[config.mk]
export PLATFORM = sky130hd
export DESIGN_NAME = pose_velocity_estimator
export DESIGN_NICKNAME = d
export VERILOG_FILES = /design/src/rtl/pve_pkg.sv /design/src/rtl/pve_front.sv /design/src/rtl/pve_fifo.sv /design/src/rtl/pve_back.sv /design/src/rtl/pose_velocity_estimator.sv
export VERILOG_INCLUDE_DIRS = /design/src /design/src/rtl
export SDC_FILE = /design/constraint.sdc
export NUM_CORES = 2
export LEC_CHECK = 0
export BUFFER_PORTS_ARGS = -buffer_cell sky130_fd_sc_hd__buf_2
export CAP_MARGIN = 20
export CORE_AREA = 2 2 630 319
export CTS_BUF_LIST = sky130_fd_sc_hd__clkbuf_4
export DETAILED_ROUTE_END_ITERATION = 8
export DIE_AREA = 0 0 632 321
export PLACE_DENSITY = 0.69
export SYNTH_ARGS = -nofsm -noshare
export SYNTH_HDL_FRONTEND = slang
export SYNTH_SLANG_ARGS = --single-unit
[constraint.sdc]
create_clock -name clk -period 17.66 [get_ports clk]
set_clock_uncertainty 0.15 [all_clocks]
set_input_delay 0 -clock clk [delete_from_list [all_inputs] [get_ports clk]]
set_output_delay 0 -clock clk [all_outputs]
set_load 0.05 [all_outputs]
[src/rtl/pose_velocity_estimator_defines.svh]
// Assertion macros used by the top-level RTL.
`ifndef POSE_VELOCITY_ESTIMATOR_DEFINES_SVH
`define POSE_VELOCITY_ESTIMATOR_DEFINES_SVH

// Same-cycle implication, checked outside reset.
`define PVE_ASSERT_NOW(lbl, ante, cons, msg) \
	lbl: assert property (@(posedge clk) disable iff (!arst_n) (ante) |-> (cons)) \
		else $error(msg);

// Next-cycle implication, checked outside reset.
`define PVE_ASSERT_NEXT(lbl, ante, cons, msg) \
	lbl: assert property (@(posedge clk) disable iff (!arst_n) (ante) |=> (cons)) \
		else $error(msg);

`endif

[src/rtl/pve_pkg.sv]
`default_nettype none
package pve_pkg;
	localparam int TICKS_PER_SECOND = 1000000;
	localparam int TPS_W  = $clog2(TICKS_PER_SECOND + 1);
	localparam int DIFF_W = 33;
	localparam int NUM_W  = DIFF_W + TPS_W;
	localparam int CNT_W  = $clog2(NUM_W);
	localparam int PROD_W = 50;
	localparam int ADDR_W = 3;
	localparam int FIFO_DEPTH = 2;

	localparam logic REG_MIN_INTERVAL = 1'b0;
	localparam logic REG_SMOOTHING    = 1'b1;

	typedef struct packed {
		logic               first;
		logic [31:0]        dt;
		logic signed [32:0] dx;
		logic signed [32:0] dy;
		logic signed [15:0] dh;
		logic signed [31:0] x;
		logic signed [31:0] y;
		logic [15:0]        h;
	} pve_item_t;
endpackage
`default_nettype wire

[src/rtl/pve_front.sv]
`default_nettype none
module pve_front (
	input  wire logic                clk,
	input  wire logic                arst_n,
	input  wire logic                push,
	output logic                     full,
	input  wire logic [31:0]         sample_time,
	input  wire logic signed [31:0]  pos_x,
	input  wire logic signed [31:0]  pos_y,
	input  wire logic [15:0]         heading,
	input  wire logic [31:0]         min_interval,
	input  wire logic                q_full,
	output logic                     q_push,
	output pve_pkg::pve_item_t       q_item
);
	logic        have_q;
	logic [31:0] prev_t_q;
	logic [31:0] prev_x_q;
	logic [31:0] prev_y_q;
	logic [15:0] prev_h_q;
	logic        acc;
	logic        drop;
	logic [31:0] dt;
	logic [15:0] dh;

	assign full = q_full;
	assign acc  = push && !q_full;
	assign dt   = sample_time - prev_t_q;
	assign dh   = heading - prev_h_q;
	// too close (or same tick) to the last kept sample
	assign drop = have_q && ((dt == 32'd0) || (dt < min_interval));
	assign q_push = acc && !drop;

	always_comb begin
		q_item.first = !have_q;
		q_item.dt    = dt;
		q_item.dx    = $signed({pos_x[31], pos_x}) - $signed({prev_x_q[31], prev_x_q});
		q_item.dy    = $signed({pos_y[31], pos_y}) - $signed({prev_y_q[31], prev_y_q});
		q_item.dh    = $signed(dh);
		q_item.x     = pos_x;
		q_item.y     = pos_y;
		q_item.h     = heading;
	end

	always_ff @(posedge clk or negedge arst_n) begin
		if (!arst_n) begin
			have_q   <= 1'b0;
			prev_t_q <= '0;
			prev_x_q <= '0;
			prev_y_q <= '0;
			prev_h_q <= '0;
		end else if (q_push) begin
			have_q   <= 1'b1;
			prev_t_q <= sample_time;
			prev_x_q <= pos_x;
			prev_y_q <= pos_y;
			prev_h_q <= heading;
		end
	end
endmodule
`default_nettype wire

[src/rtl/pve_fifo.sv]
`default_nettype none
module pve_fifo (
	input  wire logic               clk,
	input  wire logic               arst_n,
	input  wire logic               wr,
	input  wire pve_pkg::pve_item_t wdata,
	output logic                    full,
	input  wire logic               rd,
	output pve_pkg::pve_item_t      rdata,
	output logic                    empty
);
	localparam int PTR_W = $clog2(pve_pkg::FIFO_DEPTH);
	localparam int CW    = $clog2(pve_pkg::FIFO_DEPTH + 1);

	pve_pkg::pve_item_t slot_q [pve_pkg::FIFO_DEPTH];
	logic [PTR_W-1:0] wptr_q;
	logic [PTR_W-1:0] rptr_q;
	logic [CW-1:0]    cnt_q;
	logic             do_wr;
	logic             do_rd;

	assign full  = (cnt_q == CW'(pve_pkg::FIFO_DEPTH));
	assign empty = (cnt_q == '0);
	assign do_wr = wr && !full;
	assign do_rd = rd && !empty;
	assign rdata = slot_q[rptr_q];

	always_ff @(posedge clk) begin
		if (do_wr) begin
			slot_q[wptr_q] <= wdata;
		end
	end

	always_ff @(posedge clk or negedge arst_n) begin
		if (!arst_n) begin
			wptr_q <= '0;
			rptr_q <= '0;
			cnt_q  <= '0;
		end else begin
			if (do_wr) begin
				wptr_q <= (wptr_q == PTR_W'(pve_pkg::FIFO_DEPTH - 1)) ? '0 : wptr_q + 1'b1;
			end
			if (do_rd) begin
				rptr_q <= (rptr_q == PTR_W'(pve_pkg::FIFO_DEPTH - 1)) ? '0 : rptr_q + 1'b1;
			end
			if (do_wr && !do_rd) begin
				cnt_q <= cnt_q + 1'b1;
			end else if (do_rd && !do_wr) begin
				cnt_q <= cnt_q - 1'b1;
			end
		end
	end
endmodule
`default_nettype wire

[src/rtl/pve_back.sv]
`default_nettype none
module pve_back (
	input  wire logic               clk,
	input  wire logic               arst_n,
	input  wire logic               q_empty,
	input  wire pve_pkg::pve_item_t q_item,
	output logic                    q_pop,
	input  wire logic [17:0]        smoothing_coeff,
	output logic                    empty,
	input  wire logic               pop,
	output logic signed [31:0]      out_x,
	output logic signed [31:0]      out_y,
	output logic [15:0]             out_heading,
	output logic signed [31:0]      vel_x,
	output logic signed [31:0]      vel_y,
	output logic signed [31:0]      yaw_rate
);
	typedef enum logic [5:0] {
		ST_IDLE = 6'b000001,
		ST_LOAD = 6'b000010,
		ST_DIV  = 6'b000100,
		ST_MUL  = 6'b001000,
		ST_ACC  = 6'b010000,
		ST_EMIT = 6'b100000
	} bst_t;

	localparam logic [1:0] AX_X   = 2'd0;
	localparam logic [1:0] AX_Y   = 2'd1;
	localparam logic [1:0] AX_YAW = 2'd2;

	bst_t                         state_q;
	pve_pkg::pve_item_t           item_q;
	logic [1:0]                   axis_q;
	logic [pve_pkg::NUM_W-1:0]    num_q;
	logic [31:0]                  rem_q;
	logic [pve_pkg::CNT_W-1:0]    cnt_q;
	logic                         neg_q;
	logic signed [pve_pkg::PROD_W-1:0] prod_a_q;
	logic signed [pve_pkg::PROD_W-1:0] prod_b_q;
	logic signed [31:0]           v_q [3];
	logic signed [31:0]           prev_v_q [3];
	logic                         out_valid_q;

	logic signed [32:0]           diff;
	logic [32:0]                  mag;
	logic [32:0]                  trial;
	logic                         ge;
	logic signed [31:0]           raw;
	logic [16:0]                  coef_a;
	logic [16:0]                  coef_b;
	logic signed [pve_pkg::PROD_W:0] sum;
	logic                         emit_fire;

	assign empty     = !out_valid_q;
	assign q_pop     = (state_q == ST_IDLE) && !q_empty;
	assign emit_fire = (state_q == ST_EMIT) && (!out_valid_q || pop);

	always_comb begin
		case (axis_q)
			AX_X:    diff = item_q.dx;
			AX_Y:    diff = item_q.dy;
			AX_YAW:  diff = 33'(item_q.dh);
			default: diff = '0;
		endcase
		mag = diff[32] ? (~diff + 33'd1) : diff;
	end

	// one restoring step per cycle; remainder always stays below dt
	assign trial = {rem_q, num_q[pve_pkg::NUM_W-1]};
	assign ge    = (trial >= {1'b0, item_q.dt});

	// quotient magnitude sits in num_q; truncation toward zero, then saturate
	always_comb begin
		if (!neg_q) begin
			raw = (|num_q[pve_pkg::NUM_W-1:31]) ? 32'sh7FFFFFFF : $signed(num_q[31:0]);
		end else if ((|num_q[pve_pkg::NUM_W-1:32]) || (num_q[31] && (|num_q[30:0]))) begin
			raw = 32'sh80000000;
		end else begin
			raw = -$signed(num_q[31:0]);
		end
		coef_a = (smoothing_coeff[17:16] == 2'b00) ? {1'b0, smoothing_coeff[15:0]} : 17'd0;
		coef_b = 17'h10000 - coef_a;
		sum    = (pve_pkg::PROD_W + 1)'(prod_a_q) + (pve_pkg::PROD_W + 1)'(prod_b_q)
			+ (pve_pkg::PROD_W + 1)'(32768);
	end

	always_ff @(posedge clk) begin
		case (state_q)
			ST_IDLE: begin
				if (!q_empty) begin
					item_q <= q_item;
					v_q[0] <= '0;
					v_q[1] <= '0;
					v_q[2] <= '0;
				end
			end
			ST_LOAD: begin
				neg_q <= diff[32];
				num_q <= pve_pkg::NUM_W'({{pve_pkg::TPS_W{1'b0}}, mag}
					* pve_pkg::NUM_W'(pve_pkg::TICKS_PER_SECOND));
				rem_q <= '0;
				cnt_q <= '0;
			end
			ST_DIV: begin
				rem_q <= ge ? 32'(trial - {1'b0, item_q.dt}) : trial[31:0];
				num_q <= {num_q[pve_pkg::NUM_W-2:0], ge};
				cnt_q <= cnt_q + 1'b1;
			end
			ST_MUL: begin
				prod_a_q <= pve_pkg::PROD_W'($signed({1'b0, coef_a}) * prev_v_q[axis_q]);
				prod_b_q <= pve_pkg::PROD_W'($signed({1'b0, coef_b}) * raw);
			end
			ST_ACC: begin
				v_q[axis_q] <= sum[47:16];
			end
			ST_EMIT: begin
				if (emit_fire) begin
					out_x       <= item_q.x;
					out_y       <= item_q.y;
					out_heading <= item_q.h;
					vel_x       <= v_q[0];
					vel_y       <= v_q[1];
					yaw_rate    <= v_q[2];
				end
			end
			default: begin
			end
		endcase
	end

	always_ff @(posedge clk or negedge arst_n) begin
		if (!arst_n) begin
			state_q     <= ST_IDLE;
			axis_q      <= AX_X;
			out_valid_q <= 1'b0;
			prev_v_q[0] <= '0;
			prev_v_q[1] <= '0;
			prev_v_q[2] <= '0;
		end else begin
			if (emit_fire) begin
				out_valid_q <= 1'b1;
				prev_v_q[0] <= v_q[0];
				prev_v_q[1] <= v_q[1];
				prev_v_q[2] <= v_q[2];
			end else if (pop) begin
				out_valid_q <= 1'b0;
			end
			case (state_q)
				ST_IDLE: begin
					if (!q_empty) begin
						axis_q  <= AX_X;
						state_q <= q_item.first ? ST_EMIT : ST_LOAD;
					end
				end
				ST_LOAD: state_q <= ST_DIV;
				ST_DIV: begin
					if (cnt_q == pve_pkg::CNT_W'(pve_pkg::NUM_W - 1)) begin
						state_q <= ST_MUL;
					end
				end
				ST_MUL: state_q <= ST_ACC;
				ST_ACC: begin
					if (axis_q == AX_YAW) begin
						state_q <= ST_EMIT;
					end else begin
						axis_q  <= axis_q + 2'd1;
						state_q <= ST_LOAD;
					end
				end
				ST_EMIT: begin
					if (emit_fire) begin
						state_q <= ST_IDLE;
					end
				end
				default: state_q <= ST_IDLE;
			endcase
		end
	end
endmodule
`default_nettype wire

[src/rtl/pose_velocity_estimator.sv]
// Channel   Handshake             Payload
// input     push / full           sample_time, pos_x, pos_y, heading
// result    pop / empty           out_x, out_y, out_heading, vel_x, vel_y, yaw_rate
// config    psel/penable/pwrite   paddr, pwdata, prdata (pready tied high)
//
// First sample after reset: no division; it passes the queue, IDLE and EMIT,
// and its velocities read as zero. Later samples: the shared one-bit-per-cycle
// divider runs 53 steps per axis after LOAD, then MUL and ACC smooth; three axes
// in turn. Dropped samples are accepted by the front but give no queue transfer.
// A two-entry queue between front and back and a result register let input
// transfers continue while a result waits. Reset clears pointers and valid flags.
`default_nettype none
`include "pose_velocity_estimator_defines.svh"
module pose_velocity_estimator (
	input  wire logic                        clk,
	input  wire logic                        arst_n,
	input  wire logic                        push,
	output logic                             full,
	input  wire logic [31:0]                 sample_time,
	input  wire logic signed [31:0]          pos_x,
	input  wire logic signed [31:0]          pos_y,
	input  wire logic [15:0]                 heading,
	output logic                             empty,
	input  wire logic                        pop,
	output logic signed [31:0]               out_x,
	output logic signed [31:0]               out_y,
	output logic [15:0]                      out_heading,
	output logic signed [31:0]               vel_x,
	output logic signed [31:0]               vel_y,
	output logic signed [31:0]               yaw_rate,
	input  wire logic                        psel,
	input  wire logic                        penable,
	input  wire logic                        pwrite,
	input  wire logic [pve_pkg::ADDR_W-1:0]  paddr,
	input  wire logic [31:0]                 pwdata,
	output logic [31:0]                      prdata,
	output logic                             pready
);
	logic [31:0]        min_interval_q;
	logic [17:0]        smoothing_q;
	logic               wr_en;
	logic               q_push;
	logic               q_full;
	logic               q_pop;
	logic               q_empty;
	pve_pkg::pve_item_t q_wdata;
	pve_pkg::pve_item_t q_rdata;

	assign pready = 1'b1;
	assign wr_en  = psel && penable && pwrite && pready;

	always_ff @(posedge clk or negedge arst_n) begin
		if (!arst_n) begin
			min_interval_q <= 32'd5000;
			smoothing_q    <= '0;
		end else if (wr_en) begin
			case (paddr[2])
				pve_pkg::REG_MIN_INTERVAL: min_interval_q <= pwdata;
				pve_pkg::REG_SMOOTHING:    smoothing_q    <= pwdata[17:0];
				default: begin
				end
			endcase
		end
	end

	always_comb begin
		case (paddr[2])
			pve_pkg::REG_MIN_INTERVAL: prdata = min_interval_q;
			pve_pkg::REG_SMOOTHING:    prdata = {14'd0, smoothing_q};
			default:                   prdata = '0;
		endcase
	end

	pve_front u_front (
		.clk          (clk),
		.arst_n       (arst_n),
		.push         (push),
		.full         (full),
		.sample_time  (sample_time),
		.pos_x        (pos_x),
		.pos_y        (pos_y),
		.heading      (heading),
		.min_interval (min_interval_q),
		.q_full       (q_full),
		.q_push       (q_push),
		.q_item       (q_wdata)
	);

	pve_fifo u_fifo (
		.clk    (clk),
		.arst_n (arst_n),
		.wr     (q_push),
		.wdata  (q_wdata),
		.full   (q_full),
		.rd     (q_pop),
		.rdata  (q_rdata),
		.empty  (q_empty)
	);

	pve_back u_back (
		.clk             (clk),
		.arst_n          (arst_n),
		.q_empty         (q_empty),
		.q_item          (q_rdata),
		.q_pop           (q_pop),
		.smoothing_coeff (smoothing_q),
		.empty           (empty),
		.pop             (pop),
		.out_x           (out_x),
		.out_y           (out_y),
		.out_heading     (out_heading),
		.vel_x           (vel_x),
		.vel_y           (vel_y),
		.yaw_rate        (yaw_rate)
	);

	`PVE_ASSERT_NOW(a_pop_nonempty, q_pop, !q_empty, "back popped an empty queue")
	`PVE_ASSERT_NEXT(a_pop_single, q_pop, !q_pop, "back popped twice in a row")
	`PVE_ASSERT_NEXT(a_push_lands, q_push, !q_empty, "pushed item not in queue")
endmodule
`default_nettype wire
After elaboration in Yosys (flattened, before gate mapping)
Memories as Yosys holds them, arrays and structs flattened.
Index checks and enable logic that the tools add are counted.
- register bits after elaboration: 830
- bits in writable memories: 486
- input port bits: 154
- word-level logic and storage cells: 156
- memories kept: 2
- memories (memory ; words ; width ; read ports ; clocked after Yosys merged registers in ; wr ports ; RTL line ; source):
    u_fifo.slot_q ; 2 ; 195 ; 1 ; 0 ; 1 ; pve_fifo.sv:15 ; pve_pkg::pve_item_t slot_q [pve_pkg::FIFO_DEPTH];
    u_back.v_q ; 3 ; 32 ; 3 ; 0 ; 3 ; pve_back.sv:40 ; logic signed [31:0] v_q [3];
- add/sub/neg operators: 16
- multipliers: 3
- order comparisons: 3
- eq/ne operators: 14
- multiplexer cells: 39
- bitwise gates (word level): 4
- reductions and logical operators: 40
- operators with widths (operator ; number):
    $mux W32 ; 7
    $pmux W32 S2 ; 2
    $pmux W53 S2 ; 1
    $pmux W33 S3 ; 1
    $sub A32 B32 Y33 ; 2
    $bmux W32 S2 ; 1
    $sub A32 B32 Y32 ; 2
    $add A48 B17 Y48 const B ; 1
    $add A48 B48 Y48 ; 1
    $mul A17 B32 Y48 ; 1
    $mul A18 B32 Y48 ; 1
    $mul A33 B14 Y47 const B ; 1
    $pmux W6 S6 ; 1
    $add A33 B1 Y33 const B ; 1
    $ge A33 B32 Y1 ; 1
    $mux W33 ; 1
    $not A33 Y33 ; 1
    $logic_not A32 Y1 ; 1
    $lt A32 B32 Y1 ; 1
    $neg A32 Y32 ; 1
    $reduce_or A32 Y1 ; 1
    $reduce_or A31 Y1 ; 1
    $mux W6 ; 5
    $reduce_or A22 Y1 ; 1
    32 further kinds ; 82

Depth between registers and ports, before layout
- word-level depth: 11
- mapped depth: 39
- depth with buffers taken out: 35

Hierarchy
A second synthesis with hierarchy kept.
- cell total of the unflattened synthesis: 9567
- area, all modules: 103929.7 um2
- by module, submodules not included (module ; instances ; cells an instance ; area an instance (um2)):
    pve_back ; 1 ; 7467 ; 75269.7
    pve_fifo ; 1 ; 626 ; 14845.5
    pve_front ; 1 ; 1330 ; 11427.2
    pose_velocity_estimator ; 1 ; 144 ; 2387.3

Worst setup path after synthesis
OpenSTA, ideal clock, no wires.
- path kind: register -> register
- from: register u_front.prev_t_q[0]
- to: memory u_fifo.slot_q[0][0] in the netlist's numbering (enable)
- library setup time: 0.991 ns
- arrival time: 16.531 ns
- setup slack: -0.012 ns
- cell stages (with the launch flop): 20
- buffers on the path: 0
- clock period less this slack: 17.672 ns
- cell sequence: dfrtp_1 ha_1 inv_1 fa_1 a211oi_1 o21ai_1 a31oi_2 nand3_1 a31oi_1 o21bai_1 a211oi_1 nor2_1 ha_1 a21o_1 a21oi_1 nor2b_1 o21ai_0 a31oi_1 a21oi_1 nor3_1
- RTL lines (element ; RTL line ; source):
    from (decl) ; pve_front.sv:17 ; logic [31:0] prev_t_q;
    from (signal assigned) ; pve_front.sv:54 ; prev_t_q <= sample_time;
    to (decl) ; pve_fifo.sv:15 ;

Worst setup path after layout
- from: register u_back.num_q[0] in the netlist's numbering
- to: register u_back.prod_b_q[47] in the netlist's numbering, data pin
- word-level cells in the longest chain between the ends: 6
- ends and longest elaborated chain (element ; RTL line ; source):
    from (decl) ; pve_back.sv:34 ; logic [pve_pkg::NUM_W-1:0] num_q;
    from (signal assigned) ; pve_back.sv:99 ; num_q <= pve_pkg::NUM_W'({{pve_pkg::TPS_W{1'b0}}, mag}
    from (signal assigned) ; pve_back.sv:106 ; num_q <= {num_q[pve_pkg::NUM_W-2:0], ge};
    branches (longest 4 deep; another with $neg A32 Y32) ; -- ;
    $mux W32 * ; pve_back.sv:74 ; if (!neg_q) begin
    $mul A18 B32 Y48 * ; pve_back.sv:111 ; prod_b_q <= pve_pkg::PROD_W'($signed({1'b0, coef_b}) * raw);
    to (signal assigned) ; pve_back.sv:111 ;
    to (decl) ; pve_back.sv:39 ; logic signed [pve_pkg::PROD_W-1:0] prod_b_q;
Every way passes the cells marked *.
A chain may end at the register's enable or synchronous reset.

==> metrics.md <==
| Metric | Value |
|---|---|
| GPL Wtd Cong | 1.006 |
| Worst min path class | in -> reg |
| I/O Buffers | between 300 and 400 |
| DRC | 0 |
| Share of layout cells above drive strength 1 | 0.1384 |
| Critical Path Most Common Cell | fa_1 |
| Normalized max-slew margin | 0.1381 |
| Avg Cell Area, Syn | about 11 um2 |
| Vias in the first global route | approximately 76000 |
| Number of DRC markers in iteration 0 | 7561 |
| Area share of the largest cell type after synthesis | 0.3073 |
| Routed WL | a little under 300000 um |
| Final hold viol count | 0 |
| DR vias | approximately 74000 |
| Crit-path slowest cell | a21oi_2 |
| Layout Cells excl Fill | between 10000 and 15000 |
| CTS tree | built |
| Die W | between 600 and 700 um |
| CP Max Fanout | 34 |
| Worst slew pin tran | about 1300 ps |
| Crit. End Element | flip-flop |
| Routed wire per std cell | roughly 22 um |
| Reg2reg start | u_back.num_q[0]$_SDFFCE_PN0P_ |
| DR vias/cell | approximately 5.6 |
| CP required | approximately 18000 ps |
| List of most frequent post-synthesis cells | inv_1 (1569), nand2_1 (1207), fa_1 (1123) |
| Clk pin slew, worst setup/hold paths | around 80 ps |
| Setup crit end | u_back.prod_b_q[47]$_DFFE_PP_ |
| Core Box Area | 198000 um2 |
| Io pins | between 300 and 400 |
| Worst Path Arrival | 12520 ps |
| Period utilisation layout | 0.6663 |
| R2R depth | 33 |
| Hold_buf cts | ~450 |
| Initial antenna violation count | 11 |
| Total global-route track usage | 0.2893 |
| RSZ-0062 raised after global routing | false |
| Largest stage delay on the critical path | 910 ps |
| Cell area after layout | about 120000 um2 |
| Total Neg Setup Slack | 0 ps |
| Leading area contributor after synthesis | edfxtp_1 |
| Most frequent cell after synthesis | inv_1 |
| Deepest clock path buffer count | 4 |
| Dpl cells | 12236 |
| Sink Count | between 1000 and 1500 |
| Area contributors post-synth | edfxtp_1 (31%), fa_1 (22%), ha_1 (8.0%) |
| TritonCTS Buffers | 312 |
| Yosys Warn Count | 0 |
| Net count after synthesis | 11329 |
| Register-to-Register Setup Slack | 5890 ps |
| Starting Density | 0.5154 |
| Post-CTS sizing | 0 |
| Area Growth Syn to Fin | 13.70% |
| H-tree depth | 5 |
| Synth Flop Type | edfxtp_1 |
| Fin nets | 12276 |
| Worst R2R End | u_back.prod_b_q[47]$_DFFE_PP_ |
| First-pass DRT Iterations | 6 |
| Worst skew pair latency | about 1200 ps |
| Hold path startpoint | pos_x[21] |
| Cell Rows | around 120 |
| Clock root buffer | clkbuf_4 |
| WS Path Type | reg -> reg |
| DP Area | 107300 um2 |
| Netlist cell types | 88 |
| Synthesized cell area | 102000 um2 |
| Status | finished, final reports clean |
| Die Area | roughly 200000 um2 |
| First-pass GRT wire length | roughly 450000 um |
| WHS | approximately 120 ps |
| Endpoints failing setup | 0 |
| Hpwl dp | about 220000 um |
| #FFs+latches synth | around 1300 |
| Register area share after synthesis | 0.3740 |
| Number of synthesized flops with an enable pin | approximately 1000 |
| Max-cap violations | 0 |
| Largest net degree at the start of global routing | ~140 |
| Grt ovf | 0 |
| Fin. max-slew vios | 0 |
| Asr flop ratio synth | 0.2067 |
| CP startpoint | u_back.num_q[0]$_SDFFCE_PN0P_ |
| Post-Synthesis Cells | approximately 9400 |
| Postcts setup bufs | 0 |
| Crit start category | flip-flop |
| Post-DRT Antenna Nets | 0 |
| Die height | 321 um |
| Fmax | approximately 85 MHz |
| Number of fill cells | around 16000 |
| Fin crit period | 11770 ps |
-- worst max-delay path, delay by kind of cell, from the launching register on --
| family | cells | cell delay (ps) |
|---|---|---|
| AOI/OAI and AO/OA | 7 | 2810 |
| buffers and inverters | 6 | 820 |
| adders and majority gates | 8 | 3600 |
| and+or+nand+nor | 11 | 3460 |
| xor gates and xnor gates | 1 | 150 |
| DFF | 1 | 480 |
-- metrics by stage --
step                utilization  setup slack (ps)
global placement         0.5417              6362
finish                   0.5860              5894
global route             0.5860              5416
detailed placement       0.5418              6372
floorplan                     -              6041
CTS                      0.5854              6318
-- logic make-up after synthesis --
logic type / Yosys count / synth area share
muxes: 425 / 0.04767
DFF: 1316 / 0.3740
other: 1 / 0.00003675
AOI/OAI and AO/OA: 1111 / 0.07023
xor gates and xnor gates: 364 / 0.03125
buffers and inverters: 1889 / 0.07023
adders and majority gates: 1775 / 0.3002
and+or+nand+nor: 2522 / 0.1063
-- sequential cells by signal, indices dropped and copies added (netlist names), 18 cells and up --
name,cells
u_fifo.slot_q,390
u_back.item_q,194
u_back.prev_v_q,96
u_back.v_q,96
u_back.num_q,53
u_back.prod_a_q,48
u_back.prod_b_q,48
min_interval_q,32
u_back.out_x,32
u_back.out_y,32
u_back.rem_q,32
u_back.vel_x,32
u_back.vel_y,32
u_back.yaw_rate,32
u_front.prev_t_q,32
u_front.prev_x_q,32
u_front.prev_y_q,32
smoothing_q,18
-- placed cells by master, fill, tap and decap left out, types with 27 or more instances in the layout --
cell type      Yosys  layout
inv_1           1569    1568
nand2_1         1207    1203
fa_1            1123    1123
edfxtp_1        1044    1044
nor2_1           739     736
ha_1             649     648
clkbuf_4           0     466
dlygate4sd3_1      0     443
buf_2             21     361
a21oi_1          338     328
mux2_2           311     311
dfrtp_1          266     264
xnor2_1          240     230
o21ai_0          198     197
a21o_1           173     173
buf_4              1     132
xor2_1           124     122
nor2b_1          103     103
and2_1            89      87
mux2i_1           70      70
nor3_1            70      69
nand3_1           69      68
clkinv_1           4      60
nand2b_1          55      54
o21a_1            50      50
mux2_4            44      44
a31oi_1           38      38
o21bai_1          36      36
nand4_1           33      33
a211oi_1          32      32
or3_1             27      27
and3_1            27      27
-- cell type report --
class	instances	area (um2)	share of cell area
tap	2655	3322	0.02863
sequential	1316	38170	0.3290
multi-input combinational	6198	57040	0.4917
antenna	11	27.53	0.0002373
inverter	1575	5927	0.05109
clock inverter	92	636.9	0.005490
timing repair buffer	947	7387	0.06367
clock buffer	466	3498	0.03015
-- routing by layer --
metal / GRT usage / part of all wire / vias up
li1: - / - / 32773
met1: 0.4480 / 0.46 / 36882
met2: 0.3712 / 0.38 / 3851
met3: 0.1227 / 0.15 / 420
met4: 0.05601 / 0.017 / 6
met5: 0.009929 / 0.0010 / -
-- worst min path at each step --
| stage | endpoint | depth (start not counted) |
|---|---|---|
| floorplan | min_interval_q[0]$_DFFE_PN0P_ | 0 |
| global placement | smoothing_q[9]$_DFFE_PN0P_ | 1 |
| detailed placement | smoothing_q[9]$_DFFE_PN0P_ | 1 |
| CTS | u_fifo.slot_q[0][11]$_DFFE_PP_ | 3 |
| global route | u_fifo.slot_q[1][11]$_DFFE_PP_ | 3 |
| finish | u_fifo.slot_q[0][69]$_DFFE_PP_ | 3 |
Power is left out: the tool's default activity adds up to more than one toggle a clock period on the data nets, which glitch-free logic cannot reach.
